`config.mk`:
```
export PLATFORM = sky130hd
export DESIGN_NAME = nec_ir_frame_decoder
export DESIGN_NICKNAME = d
export VERILOG_FILES = /design/src/sv/nec_ir_pkg.sv /design/src/sv/nec_ir_cfg_regs.sv /design/src/sv/nec_ir_frame_core.sv /design/src/sv/nec_ir_frame_decoder.sv
export SDC_FILE = /design/constraint.sdc
export NUM_CORES = 1
export LEC_CHECK = 0
export BUFFER_PORTS_ARGS = -buffer_cell sky130_fd_sc_hd__buf_4
export CAP_MARGIN = 25
export CORE_UTILIZATION = 45
export DETAILED_ROUTE_END_ITERATION = 10
export PLACE_DENSITY = 0.59
export SLEW_MARGIN = 25
export SYNTH_ARGS = -nofsm -noshare
export SYNTH_HDL_FRONTEND = slang
export SYNTH_SLANG_ARGS = --single-unit
```
`constraint.sdc`:
```
create_clock -name clk -period 8.5 [get_ports clk]
set_input_delay 0.425 -clock clk [delete_from_list [all_inputs] [get_ports clk]]
set_output_delay 0.425 -clock clk [all_outputs]
set_load 0.05 [all_outputs]
```
`src/sv/nec_ir_pkg.sv`:
```
`timescale 1ns / 1ps
// ----------------------------------------------------------------------------
// NEC IR decoder package
// Shared types, register indexes, reset values and window helpers.
// ----------------------------------------------------------------------------
package nec_ir_pkg;

  localparam int FRAME_BITS_DEFAULT = 32;
  localparam int TIME_W = 32;
  localparam int WIN_W = 16;
  localparam int BYTE_W = 8;
  localparam int CFG_IDX_W = 3;
  localparam int CFG_DATA_W = 16;

  localparam logic [WIN_W-1:0] LEADER_MIN_RESET = 16'd12800;
  localparam logic [WIN_W-1:0] LEADER_MAX_RESET = 16'd14000;
  localparam logic [WIN_W-1:0] ONE_MIN_RESET = 16'd2250;
  localparam logic [WIN_W-1:0] ONE_MAX_RESET = 16'd2488;
  localparam logic [BYTE_W-1:0] EXPECTED_ADDRESS_RESET = 8'hff;

  typedef enum logic [CFG_IDX_W-1:0] {
    REG_LEADER_MIN = 3'd0,
    REG_LEADER_MAX = 3'd1,
    REG_ONE_MIN = 3'd2,
    REG_ONE_MAX = 3'd3,
    REG_EXPECTED_ADDRESS = 3'd4
  } cfg_reg_t;

  typedef struct packed {
    logic [WIN_W-1:0] leader_min_us;
    logic [WIN_W-1:0] leader_max_us;
    logic [WIN_W-1:0] one_min_us;
    logic [WIN_W-1:0] one_max_us;
    logic [BYTE_W-1:0] expected_address;
  } cfg_t;

  typedef struct packed {
    logic [BYTE_W-1:0] address;
    logic [BYTE_W-1:0] address_copy;
    logic [BYTE_W-1:0] command;
    logic [BYTE_W-1:0] command_inverse;
    logic frame_ok;
  } result_t;

  // True when value lies strictly between lo and hi. An empty window never hits.
  function automatic logic window_hit(input logic [TIME_W-1:0] value,
                                      input logic [WIN_W-1:0] lo,
                                      input logic [WIN_W-1:0] hi);
    window_hit = (value > TIME_W'(lo)) && (value < TIME_W'(hi));
  endfunction

endpackage

```
`src/sv/nec_ir_cfg_regs.sv`:
```
`timescale 1ns / 1ps
// ----------------------------------------------------------------------------
// NEC IR configuration registers
// Holds the timing windows and the expected address; writes past the list are dropped.
// ----------------------------------------------------------------------------
module nec_ir_cfg_regs (
  input  logic                                  clk,
  input  logic                                  rst,
  input  logic                                  cfg_write,
  input  logic [nec_ir_pkg::CFG_IDX_W-1:0]      cfg_index,
  input  logic [nec_ir_pkg::CFG_DATA_W-1:0]     cfg_data,
  output nec_ir_pkg::cfg_t                      cfg
);

  always_ff @(posedge clk) begin
    if (rst) begin
      cfg.leader_min_us <= nec_ir_pkg::LEADER_MIN_RESET;
      cfg.leader_max_us <= nec_ir_pkg::LEADER_MAX_RESET;
      cfg.one_min_us <= nec_ir_pkg::ONE_MIN_RESET;
      cfg.one_max_us <= nec_ir_pkg::ONE_MAX_RESET;
      cfg.expected_address <= nec_ir_pkg::EXPECTED_ADDRESS_RESET;
    end else if (cfg_write) begin
      unique case (cfg_index)
        nec_ir_pkg::REG_LEADER_MIN: cfg.leader_min_us <= cfg_data;
        nec_ir_pkg::REG_LEADER_MAX: cfg.leader_max_us <= cfg_data;
        nec_ir_pkg::REG_ONE_MIN: cfg.one_min_us <= cfg_data;
        nec_ir_pkg::REG_ONE_MAX: cfg.one_max_us <= cfg_data;
        nec_ir_pkg::REG_EXPECTED_ADDRESS: begin
          cfg.expected_address <= cfg_data[nec_ir_pkg::BYTE_W-1:0];
        end
        default: begin
        end
      endcase
    end
  end

endmodule

```
`src/sv/nec_ir_frame_core.sv`:
```
`timescale 1ns / 1ps
// ----------------------------------------------------------------------------
// NEC IR frame core
// Measures edge intervals, classifies them and collects bits into a frame.
// ----------------------------------------------------------------------------
module nec_ir_frame_core #(
  parameter int FRAME_BITS = nec_ir_pkg::FRAME_BITS_DEFAULT
) (
  input  logic                              clk,
  input  logic                              rst,
  input  logic                              step,
  input  logic [nec_ir_pkg::TIME_W-1:0]     edge_time_us,
  input  nec_ir_pkg::cfg_t                  cfg,
  output logic                              done,
  output nec_ir_pkg::result_t               result
);

  localparam int CNT_W = $clog2(FRAME_BITS);
  localparam logic [CNT_W:0] FRAME_END = (CNT_W + 1)'(FRAME_BITS);

  logic                           started;
  logic [nec_ir_pkg::TIME_W-1:0]  last_time;
  logic [CNT_W-1:0]               count;
  logic [FRAME_BITS-1:0]          shift;

  logic [nec_ir_pkg::TIME_W-1:0]  interval;
  logic                           is_leader;
  logic                           is_one;
  logic [CNT_W:0]                 count_inc;
  logic                           frame_end;
  logic [FRAME_BITS-1:0]          shift_set;
  logic [nec_ir_pkg::TIME_W-1:0]  frame_word;

  // The interval wraps with the free-running counter.
  assign interval = edge_time_us - last_time;
  assign is_leader = nec_ir_pkg::window_hit(interval, cfg.leader_min_us, cfg.leader_max_us);
  assign is_one = nec_ir_pkg::window_hit(interval, cfg.one_min_us, cfg.one_max_us);
  assign count_inc = {1'b0, count} + 1'b1;
  assign frame_end = (count_inc == FRAME_END);

  always_comb begin
    shift_set = shift;
    shift_set[count] = is_one;
  end

  assign frame_word = nec_ir_pkg::TIME_W'(shift_set);
  assign done = step && started && !is_leader && frame_end;

  always_comb begin
    result.address = frame_word[7:0];
    result.address_copy = frame_word[15:8];
    result.command = frame_word[23:16];
    result.command_inverse = frame_word[31:24];
    result.frame_ok = (frame_word[7:0] == cfg.expected_address) &&
                      (frame_word[15:8] == frame_word[7:0]) &&
                      (~frame_word[23:16] == frame_word[31:24]);
  end

  always_ff @(posedge clk) begin
    if (rst) begin
      started <= 1'b0;
      last_time <= '0;
      count <= '0;
      shift <= '0;
    end else if (step) begin
      last_time <= edge_time_us;
      if (!started) begin
        started <= 1'b1;
      end else if (is_leader) begin
        count <= '0;
        shift <= '0;
      end else if (frame_end) begin
        started <= 1'b0;
        count <= '0;
        shift <= '0;
      end else begin
        count <= count_inc[CNT_W-1:0];
        shift <= shift_set;
      end
    end
  end

  a_done_idles: assert property (@(posedge clk) disable iff (rst)
    done |=> !started)
    else $error("frame core still started after a completed frame");

  a_count_range: assert property (@(posedge clk) disable iff (rst)
    {1'b0, count} < FRAME_END)
    else $error("bit count reached the frame length");

  a_leader_clears: assert property (@(posedge clk) disable iff (rst)
    (step && started && is_leader) |=> (count == '0 && shift == '0))
    else $error("leader did not clear the collected bits");

endmodule

```
`src/sv/nec_ir_frame_decoder.sv`:
```
`timescale 1ns / 1ps
// Flow: an accepted edge waits in the input register until the core takes it; the
// combinational interval compare and bit insert feed the registered frame result.
// Throughput: one edge per cycle unless a stalled pending result blocks the core.
// Reset: synchronous, active high; clears the pipeline, the frame state and loads the
// default timing windows and expected address.
// ----------------------------------------------------------------------------
// NEC IR frame decoder
// Decodes NEC infrared frames from timestamped falling-edge events.
// ----------------------------------------------------------------------------
module nec_ir_frame_decoder #(
  parameter int FRAME_BITS = nec_ir_pkg::FRAME_BITS_DEFAULT
) (
  input  logic                                  clk,
  input  logic                                  rst,
  // Configuration write port.
  input  logic                                  cfg_write,
  input  logic [nec_ir_pkg::CFG_IDX_W-1:0]      cfg_index,
  input  logic [nec_ir_pkg::CFG_DATA_W-1:0]     cfg_data,
  // Edge event channel.
  input  logic                                  in_valid,
  output logic                                  in_stall,
  input  logic [nec_ir_pkg::TIME_W-1:0]         edge_time_us,
  // Frame result channel.
  output logic                                  out_valid,
  input  logic                                  out_stall,
  output logic [nec_ir_pkg::BYTE_W-1:0]         address,
  output logic [nec_ir_pkg::BYTE_W-1:0]         address_copy,
  output logic [nec_ir_pkg::BYTE_W-1:0]         command,
  output logic [nec_ir_pkg::BYTE_W-1:0]         command_inverse,
  output logic                                  frame_ok
);

  nec_ir_pkg::cfg_t     cfg;
  nec_ir_pkg::result_t  core_result;
  logic                 core_done;

  // Input register: holds one edge time until the core can take it.
  logic                           in_full;
  logic [nec_ir_pkg::TIME_W-1:0]  in_time;
  logic                           advance;

  nec_ir_cfg_regs u_cfg (
    .clk       (clk),
    .rst       (rst),
    .cfg_write (cfg_write),
    .cfg_index (cfg_index),
    .cfg_data  (cfg_data),
    .cfg       (cfg)
  );

  // The held edge moves into the core whenever the result register is free or is
  // being emptied by a transfer this cycle, so a pending result never blocks intake
  // for more than the cycles the consumer stalls.
  assign advance = in_full && (!out_valid || !out_stall);
  assign in_stall = in_full && !advance;

  always_ff @(posedge clk) begin
    if (rst) begin
      in_full <= 1'b0;
    end else if (!in_stall) begin
      in_full <= in_valid;
    end
  end

  always_ff @(posedge clk) begin
    if (in_valid && !in_stall) begin
      in_time <= edge_time_us;
    end
  end

  nec_ir_frame_core #(
    .FRAME_BITS (FRAME_BITS)
  ) u_core (
    .clk          (clk),
    .rst          (rst),
    .step         (advance),
    .edge_time_us (in_time),
    .cfg          (cfg),
    .done         (core_done),
    .result       (core_result)
  );

  // Result register: loaded when the core completes a frame, cleared after its
  // transfer unless a new frame lands in the same cycle.
  always_ff @(posedge clk) begin
    if (rst) begin
      out_valid <= 1'b0;
    end else if (core_done) begin
      out_valid <= 1'b1;
    end else if (!out_stall) begin
      out_valid <= 1'b0;
    end
  end

  always_ff @(posedge clk) begin
    if (core_done) begin
      address <= core_result.address;
      address_copy <= core_result.address_copy;
      command <= core_result.command;
      command_inverse <= core_result.command_inverse;
      frame_ok <= core_result.frame_ok;
    end
  end

  a_stall_needs_item: assert property (@(posedge clk) disable iff (rst)
    in_stall |-> in_full)
    else $error("input stalled with an empty input register");

  a_result_retires: assert property (@(posedge clk) disable iff (rst)
    (out_valid && !out_stall && !core_done) |=> !out_valid)
    else $error("result still valid after its transfer");

  a_done_only_on_advance: assert property (@(posedge clk) disable iff (rst)
    core_done |-> (in_full && (!out_valid || !out_stall)))
    else $error("frame completed while the result register was blocked");

endmodule
```
# Word-level counts from Yosys, hierarchy flattened
# Cells that the tools add are included.
classes:
  bitwise_logic: 1
  n_lt_le_gt_ge: 6
  n_reduce_logical: 24
  n_addsub: 2
  mux: 12
  eq_ne: 9
op_table:
  columns: ["cell", "count"]
  rows:
  - ["$gt 32x16->1", 2]
  - ["$lt 32x16->1", 2]
  - ["$mux 32", 2]
  - ["$bwmux 32", 1]
  - ["$sub 32x32->32", 1]
  - ["$eq 8x8->1", 3]
  - ["$reduce_and 2->1", 6]
  - ["$logic_and 1x1->1", 11]
  - ["$mux 5", 2]
  - ["$not 8->8", 1]
  - ["$add 5x1->6 const B", 1]
  - ["$eq 3x2->1 const B", 2]
  - ["$eq 6x6->1 const B", 1]
  - ["$lt 5x6->1 const B", 1]
  - ["$mux 1", 6]
  - ["$demux 1 s5", 1]
  - ["$ge 5x1->1 const B", 1]
  - ["$logic_not 1->1", 5]
  - ["$eq 3x1->1 const B", 1]
  - ["$eq 3x3->1 const B", 1]
  - ["$logic_not 3->1", 1]
  - ["$ne 2x1->1 const B", 1]
  - ["$logic_or 1x1->1", 1]
word_totals:
  register_bits: 209

# Longest topological paths before layout
# Gate-level depths: netlist (run 1).
logic_depth:
  word_depth: 8
  ltp_mapped: 24

# By module
# A second synthesis (run 1) with hierarchy kept.
unflattened:
  hier_cells: 1358
  hier_area_um2: 12440.7
by_module_without_submodules:
  columns: ["mod", "area_per_inst_um2", "seq_area_each_um2", "instances", "cells_each"]
  rows:
  - ["nec_ir_frame_core", 7527.2, 1401.3, 1, 1009]
  - ["nec_ir_cfg_regs", 2875.3, 1441.4, 1, 274]
  - ["nec_ir_frame_decoder", 2038.2, 1991.9, 1, 75]

# Least setup slack after synthesis (run 1)
# OpenSTA, ideal clock, no wires.
synth_timing:
  path_type: "register to register"
  from: "register in_time[0] (netlist name)"
  to: "register address[0] (netlist name), enable pin"
  t_arrival_ns: 6.589
  setup_ns: 0.512
  synth_period_minus_slack_ns: 7.101
  slack_ns: 1.399
  n_path_buf: 0
  path_stages_with_launch: 20
  cell_sequence: "edfxtp_1 inv_1 ha_1 fa_1 nand2b_1 a21oi_1 o21ai_0 nor2b_1 xnor2_1 ha_1 nor2b_1 o21ai_0 nand2b_1 a21oi_1 nor2b_1 o21ai_0 nand2b_1 a221oi_1 nor3_1 nor4_1"
synth_via:
  elab_chain_cells: 6
  elab_cells_between_ends: 7
synth_lines:
  columns: ["item", "line", "source"]
  rows:
  - ["start: declaration", "nec_ir_frame_decoder.sv:40", "logic [nec_ir_pkg::TIME_W-1:0] in_time;"]
  - ["start signal: assignment", "nec_ir_frame_decoder.sv:68", "in_time <= edge_time_us;"]
  - ["$sub 32x32->32 (*)", "nec_ir_frame_core.sv:35", "assign interval = edge_time_us - last_time;"]
  - ["$gt 32x16->1 / $lt 32x16->1 (equally long branches)", "nec_ir_pkg.sv:49", "window_hit = (value > TIME_W'(lo)) && (value < TIME_W'(hi));"]
  - ["$logic_and 1x1->1 (*)", "nec_ir_pkg.sv:49", null]
  - ["$logic_not 1->1 (*)", "nec_ir_frame_core.sv:47", "assign done = step && started && !is_leader && frame_end;"]
  - ["$logic_and 1x1->1 (*) (2 in a row)", "nec_ir_frame_core.sv:47", null]
  - ["via core_done", "nec_ir_frame_decoder.sv:36", "logic core_done;"]
  - ["end signal: assignment", "nec_ir_frame_decoder.sv:98", "address <= core_result.address;"]
  - ["end: declaration", "nec_ir_frame_decoder.sv:27", "output logic [nec_ir_pkg::BYTE_W-1:0] address,"]
# The timed path passes the listed nets; every way through them passes the cells marked *.
# A chain may end at the register's enable or synchronous reset.

==> results of run 1 <==
==> state kept, by name, indices dropped and copies added (netlist names) <==
signal and count:
command 8, out_valid 1, u_cfg.cfg 72, in_full 1, u_core.last_time 32, address_copy 8
in_time 32, u_core.shift 32, u_core.started 1, frame_ok 1, command_inverse 8, address 8
u_core.count 5
==> Yosys cell counts (12+ instances only) <==
library cell,n,area (um^2)
a21o_1,13,97.6
o21ai_0,49,245
clkbuf_1,45,169
nand3_1,19,95.1
nor2_1,70,263
nand3b_1,17,128
a21oi_1,142,711
nor2b_1,13,81.3
o21a_1,13,97.6
nand4_1,23,144
o211ai_1,12,90.1
edfxtp_1,65,1950
xor2_1,12,105
ha_1,97,1210
dfxtp_1,144,2880
mux2i_1,14,140
a22o_1,34,298
nor3_1,15,75.1
nand2_1,279,1050
xnor2_1,19,166
nand2b_1,13,81.3
and3_1,12,75.1
inv_1,112,420
a211o_1,18,158
==> logic make-up (layout without fill, tap and decap cells) <==
kind of cell             count (synthesis)  after routing
multiplexers                            24             24
adder cells (fa/ha/maj)                 98             98
XOR/XNOR                                31             31
flip-flops                             209            209
buffers and inverters                  173            256
AND/OR/NAND/NOR                        490            490
AO/OA/AOI/OAI                          340            340
==> layout by cell type, fill, tap and decap left out, types with 4 or more instances in the layout <==
| cell type | count |
|---|---|
| nor3_1 | 15 |
| a21o_1 | 13 |
| and2_1 | 5 |
| nand4_1 | 23 |
| nor2b_1 | 12 |
| mux2_2 | 6 |
| nand3_1 | 19 |
| nor2_1 | 68 |
| inv_1 | 112 |
| ha_1 | 97 |
| nand3b_1 | 17 |
| o21a_1 | 13 |
| mux2i_1 | 14 |
| dfxtp_1 | 144 |
| edfxtp_1 | 65 |
| clkbuf_16 | 26 |
| nand2b_1 | 13 |
| and3_1 | 12 |
| a21oi_1 | 142 |
| clkbuf_8 | 4 |
| xor2_1 | 12 |
| o21ai_0 | 49 |
| xnor2_1 | 19 |
| o211ai_1 | 12 |
| clkbuf_1 | 7 |
| buf_4 | 98 |
| a31oi_1 | 10 |
| a22o_1 | 34 |
| nand2_1 | 278 |
| a211o_1 | 18 |
==> power breakdown <==
part | switching [mW] | leakage (nW) | internal, mW
logic | 0.310 | 3.18 | 0.208
registers | 0.0166 | 1.84 | 1.06
clock network | 0.413 | 0.418 | 0.686
total | 0.739 | 5.44 | 1.95
==> critical path, stage by stage (launching register included) <==
cell and delay [ns]:
edfxtp_1 0.41, ha_1 0.37, o211ai_1 0.10, a21oi_1 0.26, nand2b_1 0.15, a41oi_1 0.22
nor2_1 0.15, nor2_1 0.06, xnor2_1 0.42, ha_1 0.34, a21o_1 0.18, a21o_1 0.17
a2111oi_0 0.37, and3_1 0.25, and4bb_1 0.84, mux2_2 0.36, xor2_1 0.07, a2111oi_0 0.34
nand4_1 0.18, nor4_2 0.26
==> worst min path at each step <==
stage | to | start | slack, ns | depth (start not counted)
final | in_time[24] | edge_time_us[24] | 0.08 | 1
after global routing | in_time[8] | edge_time_us[8] | 0.05 | 1
after CTS | in_time[21] | edge_time_us[21] | 0.05 | 1
after detailed placement | u_core.last_time[23] | u_core.last_time[23] | 0.45 | 2
after global placement | u_core.last_time[30] | u_core.last_time[30] | 0.44 | 2
after floorplan | u_cfg.cfg[10] | u_cfg.cfg[10] | 0.44 | 2
==> per-layer routing <==
| metal | global-route usage | part of all wire |
|---|---|---|
| met5 | 0 | 0 |
| met4 | 0.0578 | 0.022 |
| met2 | 0.380 | 0.47 |
| met3 | 0.0262 | 0.035 |
| met1 | 0.304 | 0.47 |
==> stage by stage <==
stage / std cells / hold WS, ns
4_1_cts: 1778 / 0.0508
6_report: 1778 / 0.0807
3_3_place_gp: 1732 / 0.442
2_1_floorplan: 1365 / 0.436
3_5_place_dp: 1732 / 0.446
5_1_grt: 1778 / 0.0539
==> cell type report <==
cell class | instances | share of cell area
multi-input cells | 983 | 0.460
flip-flops and latches | 209 | 0.359
repair buffers | 98 | 0.0547
clock buffers | 37 | 0.0544
inverters | 112 | 0.0313
well taps | 330 | 0.0307
clock inverters | 9 | 0.00930
==> reports/results.ini, run 1 <==
[floorplanning]
coreArea_um2 = 25300
start_util = 0.462
die_area_um2 = 26600
die_y_um = 163
die_w_um = 163
fp-row-count = 58
ios = 91

[setup_path]
reg2regPathDepth = 19
crit_path_end = frame_ok
r2r_end = frame_ok
cp-startpoint = in_time[3]
r2r-start = in_time[3]
rrSetupSlack_ns = 2.82
start_kind = flip-flop
worst_ep_arrival_time_ns = 6.04
worstPathRequired_ns = 8.86
endpoint_kind = flip-flop
cp_max_fo = 25
critPathKind = reg2reg

[final_layout]
multi_input_area_um2 = 6190
seq_area_um2 = 4830
num_antenna_cells = 0
drive_above_1_share = 0.114
syn_to_final_growth_pct = 15.1
fin_util = 0.531
fin_area_um2 = 13500
n_fill_cell = 2443
nets = 1583

[timing]
tightest_slew_ns = 0.955
slew-limit-headroom = 0.363
finalSetupViolCount = 0
fmax_mhz = 176
finalMaxSlewViolations = 0
rsz0062_at_grt = no
hold_viol_final = 0
finalWorstPathRequiredPeriod_ns = 5.68
fin_tns_setup_ns = 0
worst_slack_ns = 2.82
finalCritPeriodShare = 0.668
clock_skew_ns = 0.0154

[routing]
vias = 9632
post_drt_wl_per_cell_um = 16.6
dr.first_iter.drc_count = 627
drc = 0
first_pass_iters = 5
wl_mm = 29.5
ant_nets = 0
vias_per_cell = 5.42

[power]
power.density_nw_per_um2 = 200
irDropWorstVdd_v = 0.000150
power.leakage_nw = 5.44
total_power_mw = 2.69

[clocking]
clkSinkCount = 209
root_buffer = clkbuf_16
ctsResizeCount = 0
cts_buffers = 25
cts_tree = done
clkSlewWorstSetupHoldPaths_ns = 0.06
clockBufferDepth = 3
post_cts_buffers = 0
clk_latency_ns = 0.53
hold_buffers = 0
cts_htree_levels = 1

[global_route]
grt-ovfl-total = 0
track_usage = 0.225
grt_max_degree = 80
grt_pass1_wl_mm = 47.7
grt_pass1_vias = 9146
antenna_found_initial = 0

[yosys]
synthFlopType = dfxtp_1
synth_compound_area_frac = 0.187
synth_top_family_by_area = simple AND/OR/NAND/NOR gates
ys_seq_area_frac = 0.414
syn-cell-area_um2 = 11700
yosys.area_share.simple = 0.189
ys_types = 78
syn_inst = 1365
yosys_warnings = 0
synth_fp_nets = 1519
synth.avg_cell_area_um2 = 8.56
synth_xor_area_frac = 0.0232
synthMuxAreaShare = 0.0223
synth_edf_count = 65
synthArstFlopShare = 0
ys_ff_latch = 209
synthAdderAreaFrac = 0.106

[placement]
dp_hpwl_mm = 21.6
place.gp.congestion = 0.879
port_buffers = 90
post-place-ws_ns = 2.83
placed_cell_area_um2 = 12600

[run_status]
status = finished, final reports clean

[worst_hold_path]
hp-class = in2reg

[job]
maxCapViolations = 0

(Power assumes the default switching activity.)
==> inputs of run 2 (changes only) <==
==> constraint.sdc (replaced) <==
create_clock -name clk -period 5.8 [get_ports clk]
set_input_delay 0.29 -clock clk [delete_from_list [all_inputs] [get_ports clk]]
set_output_delay 0.29 -clock clk [all_outputs]
set_load 0.05 [all_outputs]
==> run 2 against run 1 <==
Compared with the run above: register-to-register slack got worse by 2.3 ns; critical path depth increased by 1; sequential share of layout area decreased by 0.99 points; count of clock-buffer cells in the layout decreased by 4; largest cell class unchanged; core utilization increased by 1.5 points; non-clock buffer count increased by 47.
==> reports/results.ini, run 2 (synthesized netlist as in run 1, its figures left out) <==
[clocking]
clkSlewWorstSetupHoldPaths_ns = 0.06  ; about the same
cts_buffers = 24  ; -4.0%
root_buffer = clkbuf_16
cts_tree = done
clockBufferDepth = 3  ; unchanged
clk_latency_ns = 0.53  ; about the same
clkSinkCount = 209  ; unchanged
cts_htree_levels = 1  ; unchanged

[routing]
wl_mm = 30.1  ; +2.1%
dr.first_iter.drc_count = 730  ; +16%
first_pass_iters = 5  ; unchanged
vias_per_cell = 5.44  ; +0.36%
post_drt_wl_per_cell_um = 16.5  ; -0.35%
drc = 0  ; unchanged
vias = 9906  ; +2.8%
ant_nets = 0  ; unchanged

[floorplanning]
die_y_um = 163  ; unchanged
coreArea_um2 = 25300  ; unchanged
die_w_um = 163  ; unchanged
die_area_um2 = 26600  ; unchanged
start_util = 0.462  ; unchanged
ios = 91  ; unchanged
fp-row-count = 58  ; unchanged

[global_route]
track_usage = 0.228  ; +0.00338
antenna_found_initial = 0  ; unchanged
grt_pass1_wl_mm = 48.6  ; +2.0%
grt_pass1_vias = 9351  ; +2.2%
grt-ovfl-total = 0  ; unchanged
grt_max_degree = 79  ; -1.3%

[final_layout]
largest_reg_flops = 72  ; unchanged
layout_common_cells = nand2_1, dfxtp_1, a21oi_1, inv_1, buf_4
num_antenna_cells = 0  ; unchanged
syn_to_final_growth_pct = 18.3
fin_area_um2 = 13800  ; +2.8%
fin_util = 0.546  ; +0.0150
largest-register = u_cfg.cfg
nets = 1629  ; +2.9%
drive_above_1_share = 0.118  ; +0.00401
final_common_cell = nand2_1

[timing]
fin_tns_setup_ns = 0  ; unchanged
clock_skew_ns = 0.0152  ; -0.000223 ns
tightest_slew_ns = 0.964  ; +0.00859 ns
rsz0062_at_grt = no
finalSetupViolCount = 0  ; unchanged
fmax_mhz = 188  ; +6.6%
hold_viol_final = 0  ; unchanged
finalCritPeriodShare = 0.919  ; +0.251
finalMaxSlewViolations = 0  ; unchanged
worst_slack_ns = 0.470  ; -2.35 ns
slew-limit-headroom = 0.357  ; -0.00573
finalWorstPathRequiredPeriod_ns = 5.33  ; -0.350 ns

[power]
power_frac_seq = 0.405  ; +0.006
p_int_mw = 2.78  ; +43%
swShare = 0.285  ; +0.0101
power_switching_mw = 1.11  ; +50%
power.density_nw_per_um2 = 281  ; +41%
irDropWorstVdd_v = 0.000234  ; +56%
total_power_mw = 3.89  ; +45%
power_frac_comb = 0.209  ; +0.016
clock_power_share = 0.387  ; -0.021
power.leakage_nw = 5.60  ; +3.0%

[placement]
post-place-ws_ns = 0.354  ; -2.48 ns
place.gp.congestion = 0.885  ; +0.64%
placed_cell_area_um2 = 12700  ; +0.81%
dp_hpwl_mm = 21.6  ; +0.17%
port_buffers = 90  ; unchanged

[setup_path]
r2r-start = in_time[3]
cp_max_fo = 17  ; -32%
cp.buffers_inverters = 1  ; +1
r2r_end = frame_ok
reg2regPathDepth = 20  ; +1
start_kind = flip-flop
rrSetupSlack_ns = 0.47  ; -2.35 ns
slowest_stage = and4bb_2
crit_chain = ha_1, o211ai_1, a21oi_1, nand2b_1, a41oi_1, nor2_1, nor2_1, xnor2_1, ha_1, a21o_1, a21o_1, a2111oi_0, and3_1, and4bb_2, buf_4, mux2i_1, a211oi_2, o221ai_1, a211o_1, nor4_2
critPathKind = reg2reg
cpPeakStageDelay_ns = 0.48  ; -0.36 ns
crit_family = compound AO/OA/AOI/OAI gates
worst_ep_arrival_time_ns = 5.70  ; -0.34 ns
endpoint_kind = flip-flop
worstPathRequired_ns = 6.17  ; -2.69 ns

[worst_hold_path]
hp-class = in2reg
hold_depth = 2  ; +1
hp-start = cfg_data[9]
hold_path_end = u_cfg.cfg[65]

[job]
maxCapViolations = 0  ; unchanged

[run_status]
status = finished, final reports clean

## run 2: changes by cell type in the layout (fill, tap and decap cells not counted), sizes merged
cell         change
buf             +12
inv              -1
clkbuf           -4
clkinvlp         +3
bufinv           -1
dlygate4sd3     +35
## run 2: worst reg2reg max path: stages, from the launching register on
cell and delay [ns]:
edfxtp_1 0.41, ha_1 0.40, o211ai_1 0.11, a21oi_1 0.30
nand2b_1 0.16, a41oi_1 0.23, nor2_1 0.15, nor2_1 0.06
xnor2_1 0.38, ha_1 0.33, a21o_1 0.18, a21o_1 0.17
a2111oi_0 0.35, and3_1 0.25, and4bb_2 0.48, buf_4 0.25
mux2i_1 0.09, a211oi_2 0.23, o221ai_1 0.13, a211o_1 0.25
nor4_2 0.25
## run 2: metal layers
layer / up-vias / track usage / part of all wire
met5: - / 0 / 0
met4: 0 / 0.0709 / 0.026
met3: 62 / 0.0284 / 0.046
met2: 251 / 0.370 / 0.45
met1: 4589 / 0.316 / 0.48
li1: 5004 / - / -
## run 2: through the flow
step           std cells  hold WS, ns
2_1_floorplan       1365        0.389
3_3_place_gp        1744        0.442
3_5_place_dp        1744        0.447
4_1_cts             1822      0.00594
5_1_grt             1822       0.0113
6_report            1822       0.0226
## run 2: area by class of cell
class,count,area [um^2]
clock buffers,33,664
clock inverters,10,120
fillers,2365,11500
inverters,112,420
multi-input cells,983,6190
flip-flops and latches,209,4830
well taps,330,413
repair buffers,145,1190
## run 2: worst max path at each step
stage                           from    endpoint  slack [ns]  cells after the start
after floorplan           in_time[0]  address[0]        0.15                     19
after global placement    in_time[3]    frame_ok        0.54                     20
after detailed placement  in_time[0]    frame_ok        0.35                     23
after CTS                 in_time[3]    frame_ok        0.35                     20
after global routing      in_time[0]    frame_ok        0.13                     23
final                     in_time[3]    frame_ok        0.47                     20
## run 2: what timing repair did
action,in CTS,in global routing
hold buffers,35,0
hold endpoints to repair,35,0
gates resized for setup,0,1
setup endpoints to repair,0,1
buffers inserted,0,0
## run 2: power by group through the flow
stage	Clock (mW)	Sequential (mW)	Combinational, mW
2_1_floorplan	0	1.60	0.541
3_3_place_gp	0	1.60	0.779
3_5_place_dp	0	1.60	0.785
4_1_cts	1.54	1.57	0.809
5_1_grt	1.60	1.58	0.915
6_report	1.50	1.57	0.811
